`src/hdl/ar_pkg.sv`:
```
`timescale 1ns / 1ps

package ar_pkg;

   localparam int WIN_LEN    = 1024;
   localparam int WORD_BITS  = 64;
   localparam int SEQ_BITS   = 64;
   localparam int LIMIT_BITS = 32;
   localparam int WIN_WORDS  = (WIN_LEN + WORD_BITS - 1) / WORD_BITS;
   localparam int IDX_W      = (WIN_WORDS > 1) ? $clog2(WIN_WORDS) : 1;
   localparam int PTR_W      = IDX_W + 1;
   localparam int WORD_SHIFT = $clog2(WORD_BITS);
   localparam int TOP_WORD   = (WIN_LEN - 1) / WORD_BITS;
   localparam int TOP_BIT    = (WIN_LEN - 1) % WORD_BITS;

   localparam logic [WORD_BITS-1:0]  TOP_MASK    = {{(WORD_BITS-1){1'b0}}, 1'b1} << TOP_BIT;
   localparam logic [LIMIT_BITS-1:0] AHEAD_RESET = LIMIT_BITS'(1024);

   localparam logic OP_TEST = 1'b0;
   localparam logic OP_ADD  = 1'b1;

   typedef struct packed {
      logic                 rd_en;
      logic [PTR_W-1:0]     rd_ptr;
      logic                 wr_en;
      logic [IDX_W-1:0]     wr_addr;
      logic [WORD_BITS-1:0] wr_data;
      logic                 clr_all;
   } mem_req_type;

   typedef struct packed {
      logic done;
      logic is_replay;
   } result_type;

endpackage

```
`src/hdl/ar_bitmap_mem.sv`:
```
`timescale 1ns / 1ps

module ar_bitmap_mem
   import ar_pkg::*;
(
   input  logic                 clock,
   input  logic                 reset,
   input  mem_req_type          mem_req,
   output logic [WORD_BITS-1:0] rd_word
);

   logic [WORD_BITS-1:0] mem [WIN_WORDS];
   logic [WORD_BITS-1:0] rd_data_ff;
   logic [WIN_WORDS-1:0] valid_ff, valid_in;
   logic                 hit_ff, hit_in;
   logic [IDX_W-1:0]     rd_idx;
   logic                 rd_in_range;

   assign rd_idx      = mem_req.rd_ptr[IDX_W-1:0];
   assign rd_in_range = mem_req.rd_ptr < PTR_W'(WIN_WORDS);

   // A word that has not been written since reset or the last clear reads as zero,
   // as does any pointer beyond the top of the window.
   assign hit_in  = mem_req.rd_en && rd_in_range && valid_ff[rd_idx];
   assign rd_word = hit_ff ? rd_data_ff : '0;

   always_comb begin
      valid_in = valid_ff;
      if (mem_req.clr_all) begin
         valid_in = '0;
      end
      if (mem_req.wr_en) begin
         valid_in[mem_req.wr_addr] = 1'b1;
      end
   end

   always_ff @(posedge clock) begin
      if (mem_req.wr_en) begin
         mem[mem_req.wr_addr] <= mem_req.wr_data;
      end
      if (mem_req.rd_en) begin
         rd_data_ff <= mem[rd_idx];
      end
   end

   always_ff @(posedge clock) begin
      if (reset) begin
         valid_ff <= '0;
         hit_ff   <= 1'b0;
      end else begin
         valid_ff <= valid_in;
         hit_ff   <= hit_in;
      end
   end

`ifndef NO_ASSERTIONS
   a_out_of_range_zero : assert property (@(posedge clock) disable iff (reset)
      $past(mem_req.rd_en && !rd_in_range) |-> rd_word == '0)
      else $error("read beyond the window did not return zero");
`endif

endmodule

```
`src/hdl/ar_seq_ctrl.sv`:
```
`timescale 1ns / 1ps

module ar_seq_ctrl
   import ar_pkg::*;
(
   input  logic                  clock,
   input  logic                  reset,
   input  logic                  req_valid,
   output logic                  req_ready,
   input  logic                  req_opcode,
   input  logic [SEQ_BITS-1:0]   req_seq_num,
   input  logic [LIMIT_BITS-1:0] ahead_limit,
   input  logic                  out_free,
   output result_type            result,
   output mem_req_type           mem_req,
   input  logic [WORD_BITS-1:0]  rd_word
);

   typedef enum logic [2:0] {
      S_IDLE,
      S_EVAL,
      S_LOOK,
      S_PREP,
      S_LOAD,
      S_SHIFT,
      S_DONE
   } state_type;

   state_type                   state_ff, state_in;
   logic                        op_ff, op_in;
   logic [SEQ_BITS-1:0]         seq_ff, seq_in;
   logic [SEQ_BITS-1:0]         off_ff, off_in;
   logic [SEQ_BITS-1:0]         base_ff, base_in;
   logic [SEQ_BITS-1:0]         adv_ff, adv_in;
   logic                        replay_ff, replay_in;
   logic [WORD_BITS-1:0]        lo_ff, lo_in;
   logic [WORD_SHIFT-1:0]       shamt_ff, shamt_in;
   logic [IDX_W-1:0]            idx_ff, idx_in;
   logic [PTR_W-1:0]            rptr_ff, rptr_in;

   logic [IDX_W-1:0]            word_idx;
   logic [WORD_SHIFT-1:0]       bit_idx;
   logic [IDX_W-1:0]            adv_word;
   logic                        in_win;
   logic                        too_far;
   logic [2*WORD_BITS-1:0]      pair;
   logic [WORD_BITS-1:0]        shifted;
   logic [PTR_W-1:0]            rptr_next;

   assign word_idx = off_ff[WORD_SHIFT +: IDX_W];
   assign bit_idx  = off_ff[WORD_SHIFT-1:0];
   assign adv_word = adv_ff[WORD_SHIFT +: IDX_W];
   assign in_win   = off_ff < SEQ_BITS'(WIN_LEN);
   assign too_far  = {1'b0, off_ff} >= ((SEQ_BITS+1)'(WIN_LEN) + (SEQ_BITS+1)'(ahead_limit));

   // Each new word takes its low part from the word held back and its high part
   // from the word just read, so the pass needs only one read per cycle.
   assign pair    = {rd_word, lo_ff} >> shamt_ff;
   assign shifted = pair[WORD_BITS-1:0];

   assign rptr_next = (rptr_ff < PTR_W'(WIN_WORDS)) ? rptr_ff + PTR_W'(1) : rptr_ff;

   assign req_ready        = state_ff == S_IDLE;
   assign result.done      = (state_ff == S_DONE) && out_free;
   assign result.is_replay = replay_ff;

   always_comb begin
      state_in  = state_ff;
      op_in     = op_ff;
      seq_in    = seq_ff;
      off_in    = off_ff;
      base_in   = base_ff;
      adv_in    = adv_ff;
      replay_in = replay_ff;
      lo_in     = lo_ff;
      shamt_in  = shamt_ff;
      idx_in    = idx_ff;
      rptr_in   = rptr_ff;
      mem_req   = '0;

      unique case (state_ff)
         S_IDLE: begin
            if (req_valid) begin
               op_in     = req_opcode;
               seq_in    = req_seq_num;
               off_in    = req_seq_num - base_ff;
               replay_in = 1'b0;
               state_in  = S_EVAL;
            end
         end
         S_EVAL: begin
            if (in_win) begin
               mem_req.rd_en  = 1'b1;
               mem_req.rd_ptr = {1'b0, word_idx};
               state_in       = S_LOOK;
            end else if (op_ff == OP_TEST) begin
               replay_in = too_far;
               state_in  = S_DONE;
            end else begin
               // The new base puts the recorded number on the top bit of the window.
               adv_in   = off_ff - SEQ_BITS'(WIN_LEN - 1);
               base_in  = seq_ff - SEQ_BITS'(WIN_LEN - 1);
               state_in = S_PREP;
            end
         end
         S_LOOK: begin
            if (op_ff == OP_TEST) begin
               replay_in = rd_word[bit_idx];
            end else begin
               mem_req.wr_en   = 1'b1;
               mem_req.wr_addr = word_idx;
               mem_req.wr_data = rd_word | (WORD_BITS'(1) << bit_idx);
            end
            state_in = S_DONE;
         end
         S_PREP: begin
            if (adv_ff >= SEQ_BITS'(WIN_LEN)) begin
               mem_req.clr_all = 1'b1;
               mem_req.wr_en   = 1'b1;
               mem_req.wr_addr = IDX_W'(TOP_WORD);
               mem_req.wr_data = TOP_MASK;
               state_in        = S_DONE;
            end else begin
               mem_req.rd_en  = 1'b1;
               mem_req.rd_ptr = {1'b0, adv_word};
               rptr_in        = {1'b0, adv_word} + PTR_W'(1);
               shamt_in       = adv_ff[WORD_SHIFT-1:0];
               idx_in         = '0;
               state_in       = S_LOAD;
            end
         end
         S_LOAD: begin
            lo_in          = rd_word;
            mem_req.rd_en  = 1'b1;
            mem_req.rd_ptr = rptr_ff;
            rptr_in        = rptr_next;
            state_in       = S_SHIFT;
         end
         S_SHIFT: begin
            mem_req.wr_en   = 1'b1;
            mem_req.wr_addr = idx_ff;
            mem_req.wr_data = (idx_ff == IDX_W'(TOP_WORD)) ? (shifted | TOP_MASK) : shifted;
            lo_in           = rd_word;
            mem_req.rd_en   = 1'b1;
            mem_req.rd_ptr  = rptr_ff;
            rptr_in         = rptr_next;
            idx_in          = idx_ff + IDX_W'(1);
            if (idx_ff == IDX_W'(WIN_WORDS - 1)) begin
               state_in = S_DONE;
            end
         end
         S_DONE: begin
            if (out_free) begin
               state_in = S_IDLE;
            end
         end
         default: begin
            state_in = S_IDLE;
         end
      endcase
   end

   always_ff @(posedge clock) begin
      if (reset) begin
         state_ff  <= S_IDLE;
         base_ff   <= '0;
         replay_ff <= 1'b0;
      end else begin
         state_ff  <= state_in;
         base_ff   <= base_in;
         replay_ff <= replay_in;
      end
      op_ff    <= op_in;
      seq_ff   <= seq_in;
      off_ff   <= off_in;
      adv_ff   <= adv_in;
      lo_ff    <= lo_in;
      shamt_ff <= shamt_in;
      idx_ff   <= idx_in;
      rptr_ff  <= rptr_in;
   end

`ifndef NO_ASSERTIONS
   a_no_same_word : assert property (@(posedge clock) disable iff (reset)
      mem_req.rd_en && mem_req.wr_en |-> mem_req.rd_ptr != {1'b0, mem_req.wr_addr})
      else $error("bitmap word read and written in the same cycle");

   a_read_ahead : assert property (@(posedge clock) disable iff (reset)
      state_ff == S_SHIFT |-> rptr_ff > {1'b0, idx_ff})
      else $error("shift pass read pointer fell behind the write index");

   a_base_moves_on_add : assert property (@(posedge clock) disable iff (reset)
      !$stable(base_ff) |-> $past(reset) || $past(state_ff == S_EVAL && op_ff == OP_ADD))
      else $error("window base changed outside an advancing add");
`endif

endmodule

```
`src/hdl/anti_replay_window.sv`:
```
`timescale 1ns / 1ps

// Sliding-window anti-replay check over 64-bit sequence numbers.
// Requests arrive on req_valid/req_ready with req_opcode (0 tests, 1 records)
// and req_seq_num; each transaction gives exactly one response transaction on
// rsp_valid/rsp_ready carrying rsp_is_replay (always 0 for a record).
// The look-ahead limit is written through csr_wr_en/csr_wr_data; the user
// must write it only while idle, the block does not enforce this. A
// transaction is worked on alone. A test outside the window passes S_EVAL and
// S_DONE, a test or a record inside it S_EVAL, S_LOOK and S_DONE, before the
// response is registered. A record beyond the window top reaches S_PREP,
// which clears the bitmap when it moves the window by the full length or more
// and otherwise starts a pass through S_LOAD and S_SHIFT that rewrites every
// bitmap word, before S_DONE. req_ready rises together with rsp_valid, so a
// new request is taken only once the last response is registered. A stalled
// receiver leaves one response in the output register and one more finished
// transaction inside the block before requests stop.
// Reset empties the window, sets the base to zero and the limit to 1024;
// the block takes requests in the first cycle after reset.
module anti_replay_window
   import ar_pkg::*;
(
   input  logic                  clock,
   input  logic                  reset,
   input  logic                  req_valid,
   output logic                  req_ready,
   input  logic                  req_opcode,
   input  logic [SEQ_BITS-1:0]   req_seq_num,
   output logic                  rsp_valid,
   input  logic                  rsp_ready,
   output logic                  rsp_is_replay,
   input  logic                  csr_wr_en,
   input  logic [LIMIT_BITS-1:0] csr_wr_data
);

   logic [LIMIT_BITS-1:0] ahead_limit_ff, ahead_limit_in;
   logic                  rsp_valid_ff, rsp_valid_in;
   logic                  rsp_replay_ff, rsp_replay_in;
   logic                  out_free;
   result_type            result;
   mem_req_type           mem_req;
   logic [WORD_BITS-1:0]  rd_word;

   assign out_free = !rsp_valid_ff || rsp_ready;

   always_comb begin
      ahead_limit_in = csr_wr_en ? csr_wr_data : ahead_limit_ff;
      rsp_valid_in   = rsp_valid_ff;
      rsp_replay_in  = rsp_replay_ff;
      if (result.done) begin
         rsp_valid_in  = 1'b1;
         rsp_replay_in = result.is_replay;
      end else if (rsp_ready) begin
         rsp_valid_in = 1'b0;
      end
   end

   always_ff @(posedge clock) begin
      if (reset) begin
         ahead_limit_ff <= AHEAD_RESET;
         rsp_valid_ff   <= 1'b0;
      end else begin
         ahead_limit_ff <= ahead_limit_in;
         rsp_valid_ff   <= rsp_valid_in;
      end
      rsp_replay_ff <= rsp_replay_in;
   end

   assign rsp_valid     = rsp_valid_ff;
   assign rsp_is_replay = rsp_replay_ff;

   ar_seq_ctrl u_ctrl (
      .clock       (clock),
      .reset       (reset),
      .req_valid   (req_valid),
      .req_ready   (req_ready),
      .req_opcode  (req_opcode),
      .req_seq_num (req_seq_num),
      .ahead_limit (ahead_limit_ff),
      .out_free    (out_free),
      .result      (result),
      .mem_req     (mem_req),
      .rd_word     (rd_word)
   );

   ar_bitmap_mem u_mem (
      .clock   (clock),
      .reset   (reset),
      .mem_req (mem_req),
      .rd_word (rd_word)
   );

endmodule
```
`config.mk`:
```
export PLATFORM = sky130hd
export DESIGN_NAME = anti_replay_window
export DESIGN_NICKNAME = d
export VERILOG_FILES = /design/src/hdl/ar_pkg.sv /design/src/hdl/ar_bitmap_mem.sv /design/src/hdl/ar_seq_ctrl.sv /design/src/hdl/anti_replay_window.sv
export SDC_FILE = /design/constraint.sdc
export NUM_CORES = 2
export LEC_CHECK = 0
export BUFFER_PORTS_ARGS = -buffer_cell sky130_fd_sc_hd__buf_2
export CORE_ASPECT_RATIO = 0.75
export CORE_MARGIN = 3
export CORE_UTILIZATION = 41
export DETAILED_ROUTE_END_ITERATION = 16
export GPL_ROUTABILITY_DRIVEN = 0
export PLACE_DENSITY = 0.52
export SETUP_SLACK_MARGIN = 0.4
export SLEW_MARGIN = 20
export SYNTH_ARGS = -nofsm -noshare
export SYNTH_HDL_FRONTEND = slang
export SYNTH_SLANG_ARGS = --single-unit
```
`constraint.sdc`:
```
create_clock -name clock -period 16.4 [get_ports clock]
set_input_delay 0 -clock clock [delete_from_list [all_inputs] [get_ports clock]]
set_output_delay 0 -clock clock [all_outputs]
set_load 0.1 [all_outputs]
```
### Word-level counts from Yosys, hierarchy flattened

Memories as Yosys holds them, arrays and structs flattened. A register that Yosys moved wholly into a read port is not among the register bits.
Index checks and enable logic that the tools add are counted.

| operators by class | value |
|---|---|
| add/subtract/negate cells | 7 |
| magnitude comparators | 9 |
| equality and inequality tests | 15 |
| shift-type cells | 2 |
| mux-type cells | 38 |
| bitwise gates (word level) | 4 |
| reduce and logical (&&, ||, !) cells | 19 |

Operators with widths:

| operator | count |
|---|---|
| 69-bit case mux with 3 select lines | 1 |
| 64-bit 2-to-1 mux | 2 |
| 128-bit by 6-bit >> shifter with 64-bit output | 1 |
| 64-bit by 10-bit subtractor with 64-bit output, second input constant | 2 |
| 70-bit 2-to-1 mux | 1 |
| 69-bit 2-to-1 mux | 1 |
| 64-bit by 65-bit greater-or-equal comparator with 1-bit output | 1 |
| 64-bit by 11-bit greater-or-equal comparator with 1-bit output, second input constant | 1 |
| 64-bit by 11-bit < comparator with 1-bit output, second input constant | 1 |
| 64-bit bitwise OR | 1 |
| 1-bit by 6-bit left shift with 64-bit output, first input constant | 1 |
| 64-bit subtractor | 1 |
| 11-bit by 32-bit adder with 33-bit output, first input constant | 1 |
| 16-bit 2-to-1 mux | 2 |
| 3-bit case mux with 7 select lines | 1 |
| 6-bit case mux with 3 select lines | 1 |
| 16-bit bitwise OR | 1 |
| 3-bit 2-to-1 mux | 5 |
| 1-bit 2-to-1 mux | 12 |
| 6-bit 2-to-1 mux | 2 |
| 4-bit by 5-bit < comparator with 1-bit output, second input constant | 2 |
| 5-bit < comparator, second input constant | 2 |
| 5-bit 2-to-1 mux | 2 |
| 2-bit inequality test, second input constant | 5 |
| 29 further kinds | 44 |

| storage, ports and cells | value |
|---|---|
| flip-flop bits (word level) | 391 |
| bits in writable memories | 1,024 |
| bits of input ports | 102 |
| output and inout port bits | 3 |
| word-level logic and storage cells | 111 |
| memories | 1 |

Memories:

| memory | words | bits a word | read ports | clocked after Yosys merged registers in | wr ports | RTL line | source |
|---|---|---|---|---|---|---|---|
| u_mem.mem | 16 | 64 | 1 | 1 | 1 | ar_bitmap_mem.sv:12 | `logic [WORD_BITS-1:0] mem [WIN_WORDS];` |

### Logic depth before layout (Yosys ltp)

| depth | value |
|---|---|
| depth in word-level cells | 10 |
| mapped depth | 16 |
| gate-level depth less buffers | 16 |

### Hierarchy

Synthesis repeated with hierarchy kept, for this count alone.

| second synthesis, totals | value |
|---|---|
| cells, all modules | 4,677 |
| area, all modules | 69,437.8 µm² |

Modules (own cells, without submodules):

| module | times used | cells an instance | area an instance (µm²) |
|---|---|---|---|
| ar_bitmap_mem | 1 | 1,728 | 41,332.1 |
| ar_seq_ctrl | 1 | 2,840 | 26,869.5 |
| anti_replay_window | 1 | 109 | 1,236.2 |

### Worst setup path before layout

Ideal clock, no wire load.

| timing | value |
|---|---|
| path type | reg-to-reg |
| start | reg u_ctrl.state_ff[1] |
| end | mem u_mem.mem[8][0], enable pin |
| setup time | 0.583 ns |
| arrival | 8.384 ns |
| required time | 15.817 ns |
| slack | 7.433 ns |
| stages on the path, launching flop included | 11 |
| path buffers | 4 |
| clock period less this slack | 8.967 ns |
| cells stage by stage | dfxtp_1 -> buf_2 -> nand2b_1 -> clkbuf_1 -> inv_1 -> clkbuf_1 -> and2_1 -> clkbuf_1 -> a22o_1 -> nand3_1 -> a211oi_1 |

| between the ends | value |
|---|---|
| cells in the longest elaborated chain, start to end | 4 |
| elaborated cells between the ends (all ways) | 6 |
| classes of those cells | eq/ne: 3; mux: 3 |

Ends and longest elaborated chain:

| item | RTL line | source |
|---|---|---|
| from (decl) | ar_seq_ctrl.sv:29 | `state_type state_ff, state_in;` |
| from (signal assigned) | ar_seq_ctrl.sv:169 | `state_ff <= state_in;` |
| 3-bit == test or 3-bit by 2-bit == test with 1-bit output (tied branches) | ar_seq_ctrl.sv:81 | `unique case (state_ff)` |
| 69-bit case mux with 3 select lines * | ar_seq_ctrl.sv:81 |  |
| 1-bit 2-to-1 mux | ar_bitmap_mem.sv:38 | `if (mem_req.wr_en) begin` |
| 1-bit 2-to-1 mux (implied by the code) | ar_bitmap_mem.sv:39 | `mem[mem_req.wr_addr] <= mem_req.wr_data;` |
| to (decl) | ar_bitmap_mem.sv:12 |  |

Mark *: on every way between the ends. The rest lies on a longest branch, timed or not.

### Worst setup path in the final report

| timing | value |
|---|---|
| start | reg u_ctrl.state_ff[1] |
| end | reg u_mem.rd_data_ff[28] (read register of u_mem.mem) (data pin) |

| between the ends | value |
|---|---|
| cells in the longest elaborated chain, start to end | 3 |
| elaborated cells between the ends (all ways) | 6 |
| classes of those cells | eq/ne: 4; mux: 1; reduce/logical: 1 |

Ends and longest elaborated chain:

| item | RTL line | source |
|---|---|---|
| 3-bit == test | ar_seq_ctrl.sv:81 |  |
| 2-bit OR reduction (no line) | -- |  |
| 6-bit case mux with 3 select lines * | ar_seq_ctrl.sv:81 |  |
| to (decl) | ar_bitmap_mem.sv:13 | `logic [WORD_BITS-1:0] rd_data_ff;` |

Marked as above.
A chain may end at the register's enable or synchronous reset.

==> PnR_summary.wiki <==
{| class="wikitable"
! Metric !! Value
|-
| Most common flop cell mapped by yosys || sky130_fd_sc_hd__edfxtp_1
|-
| Via-per-instance ratio || approximately 6.0
|-
| Tightest Pin Transition || approximately 1100 ps
|-
| Area of the mapped netlist || ~70000 µm²
|-
| Area leader, netlist || sky130_fd_sc_hd__edfxtp_1
|-
| Minimum setup slack among reg-to-reg paths || 10360 ps
|-
| Final #Nets || 5979
|-
| Number of hold buffers added after cts || 227
|-
| Largest net degree at the start of global routing || around 110
|-
| Setup TNS || 0 ps
|-
| Global-route wire length before repair || around 330000 µm
|-
| Placed cells || roughly 7600
|-
| Path depth of the worst reg2reg path || 12
|-
| Maximum fanout along the worst path || 61
|-
| TritonCTS clock tree || built
|-
| Initial drt markers || 6504
|-
| Die area || approximately 180000 µm²
|-
| Final routed wirelength across all metal layers || between 200000 and 250000 µm
|-
| Number of buffers added for setup after CTS || 0
|-
| Hold path cells || 2
|-
| Syn Nets || approximately 5700
|-
| Core ar. || approximately 170000 µm²
|-
| Proportion of layout cells with a drive suffix above 1 || 0.113
|-
| Clk Tree Root Cell || sky130_fd_sc_hd__clkbuf_16
|-
| Yosys Warn Count || 0
|-
| PostCTS Resize Cnt || 0
|-
| Number of global-route vias before repair || between 40000 and 50000
|-
| Worst reg2reg startpoint || u_ctrl.state_ff[1]
|-
| Leading cell types by total area after synthesis || sky130_fd_sc_hd__edfxtp_1 (58%), sky130_fd_sc_hd__mux2i_1 (7.1%), sky130_fd_sc_hd__nand2_1 (4.0%), sky130_fd_sc_hd__dfxtp_1 (3.4%), sky130_fd_sc_hd__mux4_2 (3.3%)
|-
| Clk_lat worst skew || approximately 820 ps
|-
| Residual DRC count || 0
|-
| Total via count in the routed design || 49095
|-
| Critical hold path startpoint || req_seq_num[20]
|-
| Maximum achievable frequency || 0.166 GHz
|-
| Utilization of the core after routing || 0.477
|-
| Met2 wirelength from detailed routing || roughly 94000 µm
|-
| Hpwl dp || 144000 µm
|-
| Pwr dens || 124 nW/µm²
|-
| Length of the first detailed-routing pass in iterations || 6
|-
| Endpoint of the worst hold path || u_ctrl.seq_ff[20]
|-
| Routed wire length on met3 || around 22000 µm
|-
| Worst Clk Skew || around 40 ps
|-
| GRT Overall Usage || 0.258
|-
| WL per Instance || approximately 29 µm
|-
| Final Hold Viols || 0
|-
| Num CTS Buffers || between 150 and 200
|-
| Congestion Overflow GR || 0
|-
| M1 WL || around 110000 µm
|-
| Final setup fails || 0
|-
| Area of all placed cells without fillers || around 80000 µm²
|-
| # port buffers || 104
|-
| RSZ-0062 raised after global routing || no
|-
| Post-DRT Antenna Nets || 0
|-
| Capture point of the worst reg-to-reg path || u_mem.rd_data_ff[28]
|-
| Top Layer Used || met4
|-
| Area share of the largest cell type after synthesis || 0.583
|-
| Category of the worst setup path launch point || flip-flop
|-
| Proportion of synthesized flip-flops having asynchronous set or reset || 0
|-
| Die outline width || slightly below 500 µm
|-
| Final clock period utilization by the worst path || 0.368
|-
| Type of the tightest min-delay check || in2reg
|-
| Critical path data arrival time || 6710 ps
|-
| Worst slew margin relative to its limit || 0.250
|-
| Leakage power || around 0.028 µW
|-
| Antenna violations before repair || 11
|-
| Per-instance average area after synthesis || roughly 13 µm²
|-
| Max capacitance violation total || 0
|-
| Outcome || finished clean
|-
| Clock-pin slew on the worst setup and hold paths || roughly 60 ps
|-
| Synthesized instance count || approximately 5500
|-
| Clock net sink count || 1479
|-
| Clock H-tree levels || 4
|-
| Layout overhead on the synthesized area || 14.7%
|-
| #FFs+latches synth || 1479
|-
| Instance area after placement || 73200 µm²
|-
| Synth unique cells || 90
|-
| Clock period minus worst slack || between 6000 and 7000 ps
|-
| Number of enable-type register cells in the synthesized netlist || around 1400
|-
| Critical path start-end classification || reg2reg
|-
| Initial standard-cell utilization of the core || 0.416
|-
| VDD IR max || 0.0660 mV
|-
| Worst setup EP type || flip-flop
|-
| Final number of max-transition violations || 0
|-
| Clock tree buffer depth || 3
|-
| Number of cells in the finished layout apart from fillers || slightly above 8000
|-
| Sum of internal, switching and leakage power || 9990 µW
|-
| Sequential fraction of the synthesis area || 0.617
|-
| Required time reported for the critical path endpoint || 17070 ps
|-
| Number of top-level pins || roughly 110
|-
| Core Rows || between 100 and 150
|-
| Floorplan die height || roughly 360 µm
|}
## registers in the layout, summed over array words and instances, names as in the netlist, 3 cells and up
register / count
u_ctrl.adv_ff: 64
u_mem.rd_data_ff: 64
u_mem.mem: 1024
u_ctrl.state_ff: 3
u_ctrl.rptr_ff: 5
u_ctrl.lo_ff: 64
ahead_limit_ff: 32
u_ctrl.seq_ff: 64
u_ctrl.off_ff: 64
u_ctrl.idx_ff: 4
u_ctrl.base_ff: 64
u_mem.valid_ff: 16
u_ctrl.shamt_ff: 6
## report_power, final
group	internal, µW	total (µW)	switching [µW]	leakage, µW
registers	4470	4700	233	0.0132
clock network	1950	3430	1480	0.00234
logic	623	1860	1240	0.0125
total	7040	9990	2950	0.0280
## metrics by stage
stage	hold WS, ps	setup slack [ps]
2_1_floorplan	98.9	7430
3_3_place_gp	181	10360
3_5_place_dp	203	10390
4_1_cts	5.51	10360
5_1_grt	39.9	10000
6_report	68.3	10360
## worst max-delay path: stages, from the launching register on
cell and delay (ps):
sky130_fd_sc_hd__dfxtp_1 540, sky130_fd_sc_hd__nand2b_1 370, sky130_fd_sc_hd__inv_2 350, sky130_fd_sc_hd__a22o_1 390
sky130_fd_sc_hd__a21oi_4 110, sky130_fd_sc_hd__buf_4 670, sky130_fd_sc_hd__buf_4 780, sky130_fd_sc_hd__buf_4 790
sky130_fd_sc_hd__buf_4 810, sky130_fd_sc_hd__nand2_1 130, sky130_fd_sc_hd__a32o_1 290, sky130_fd_sc_hd__a221oi_1 270
sky130_fd_sc_hd__and3_1 200
## layout by cell type (no fill, tap or decap), drive strengths merged, types with 103 or more instances in the layout
cell type    count
edfxtp        1361
a21oi          233
mux4           103
dlygate4sd3    227
inv            142
nand2          744
clkbuf         209
dfxtp          118
nor2           340
ha             106
o21ai          205
a32oi          129
mux2i          499
buf            246
## cells in the mapped netlist (all sizes together), types with 74 or more instances
master and count:
xnor2 95, a221oi 74, mux2i 499, nor2 340, a32oi 129, inv 135, xor2 92, a21oi 233
clkbuf 213, mux4 103, edfxtp 1361, o21ai 205, buf 140, nand2 744, and3 92, nand3 96
dfxtp 118, ha 106
## metal layers
| metal | vias up | global-route usage |
|---|---|---|
| met5 | - | 0 |
| met1 | 24991 | 0.414 |
| li1 | 21456 | - |
| met3 | 324 | 0.0539 |
| met4 | 0 | 0.0632 |
| met2 | 2324 | 0.350 |
## worst max path at each step
stage / from / to / slack, ps / cells past startpoint
2_1_floorplan: u_ctrl.state_ff[1] / u_mem.mem[8][0] / 7430 / 10
3_3_place_gp: u_ctrl.adv_ff[38] / u_mem.rd_data_ff[46] / 10360 / 14
3_5_place_dp: u_ctrl.adv_ff[38] / u_mem.rd_data_ff[28] / 10390 / 14
4_1_cts: u_ctrl.adv_ff[38] / u_mem.rd_data_ff[53] / 10360 / 14
5_1_grt: u_ctrl.state_ff[1] / u_mem.rd_data_ff[51] / 10000 / 12
6_report: u_ctrl.state_ff[1] / u_mem.rd_data_ff[28] / 10360 / 12
## layout make-up
class                   instances  area (µm²)
fillers                     14882       88300
flip-flops and latches       1479       43200
inverters                     139         528
multi-input cells            3525       25100
clock inverters                61         611
diodes                          2        5.00
clock buffers                 209        4200
well taps                    2244        2810
repair buffers                473        3890
## logic make-up after synthesis
logic type      Yosys count  share of synthesized area
compound gates         1041                      0.102
fa+ha+maj               107                     0.0192
simple gates           1573                      0.102
buf+inv                 492                     0.0300
mux                     617                      0.107
flops                  1479                      0.617
xor+xnor                187                     0.0234
No activity file was read; power rests on OpenSTA's default activity.
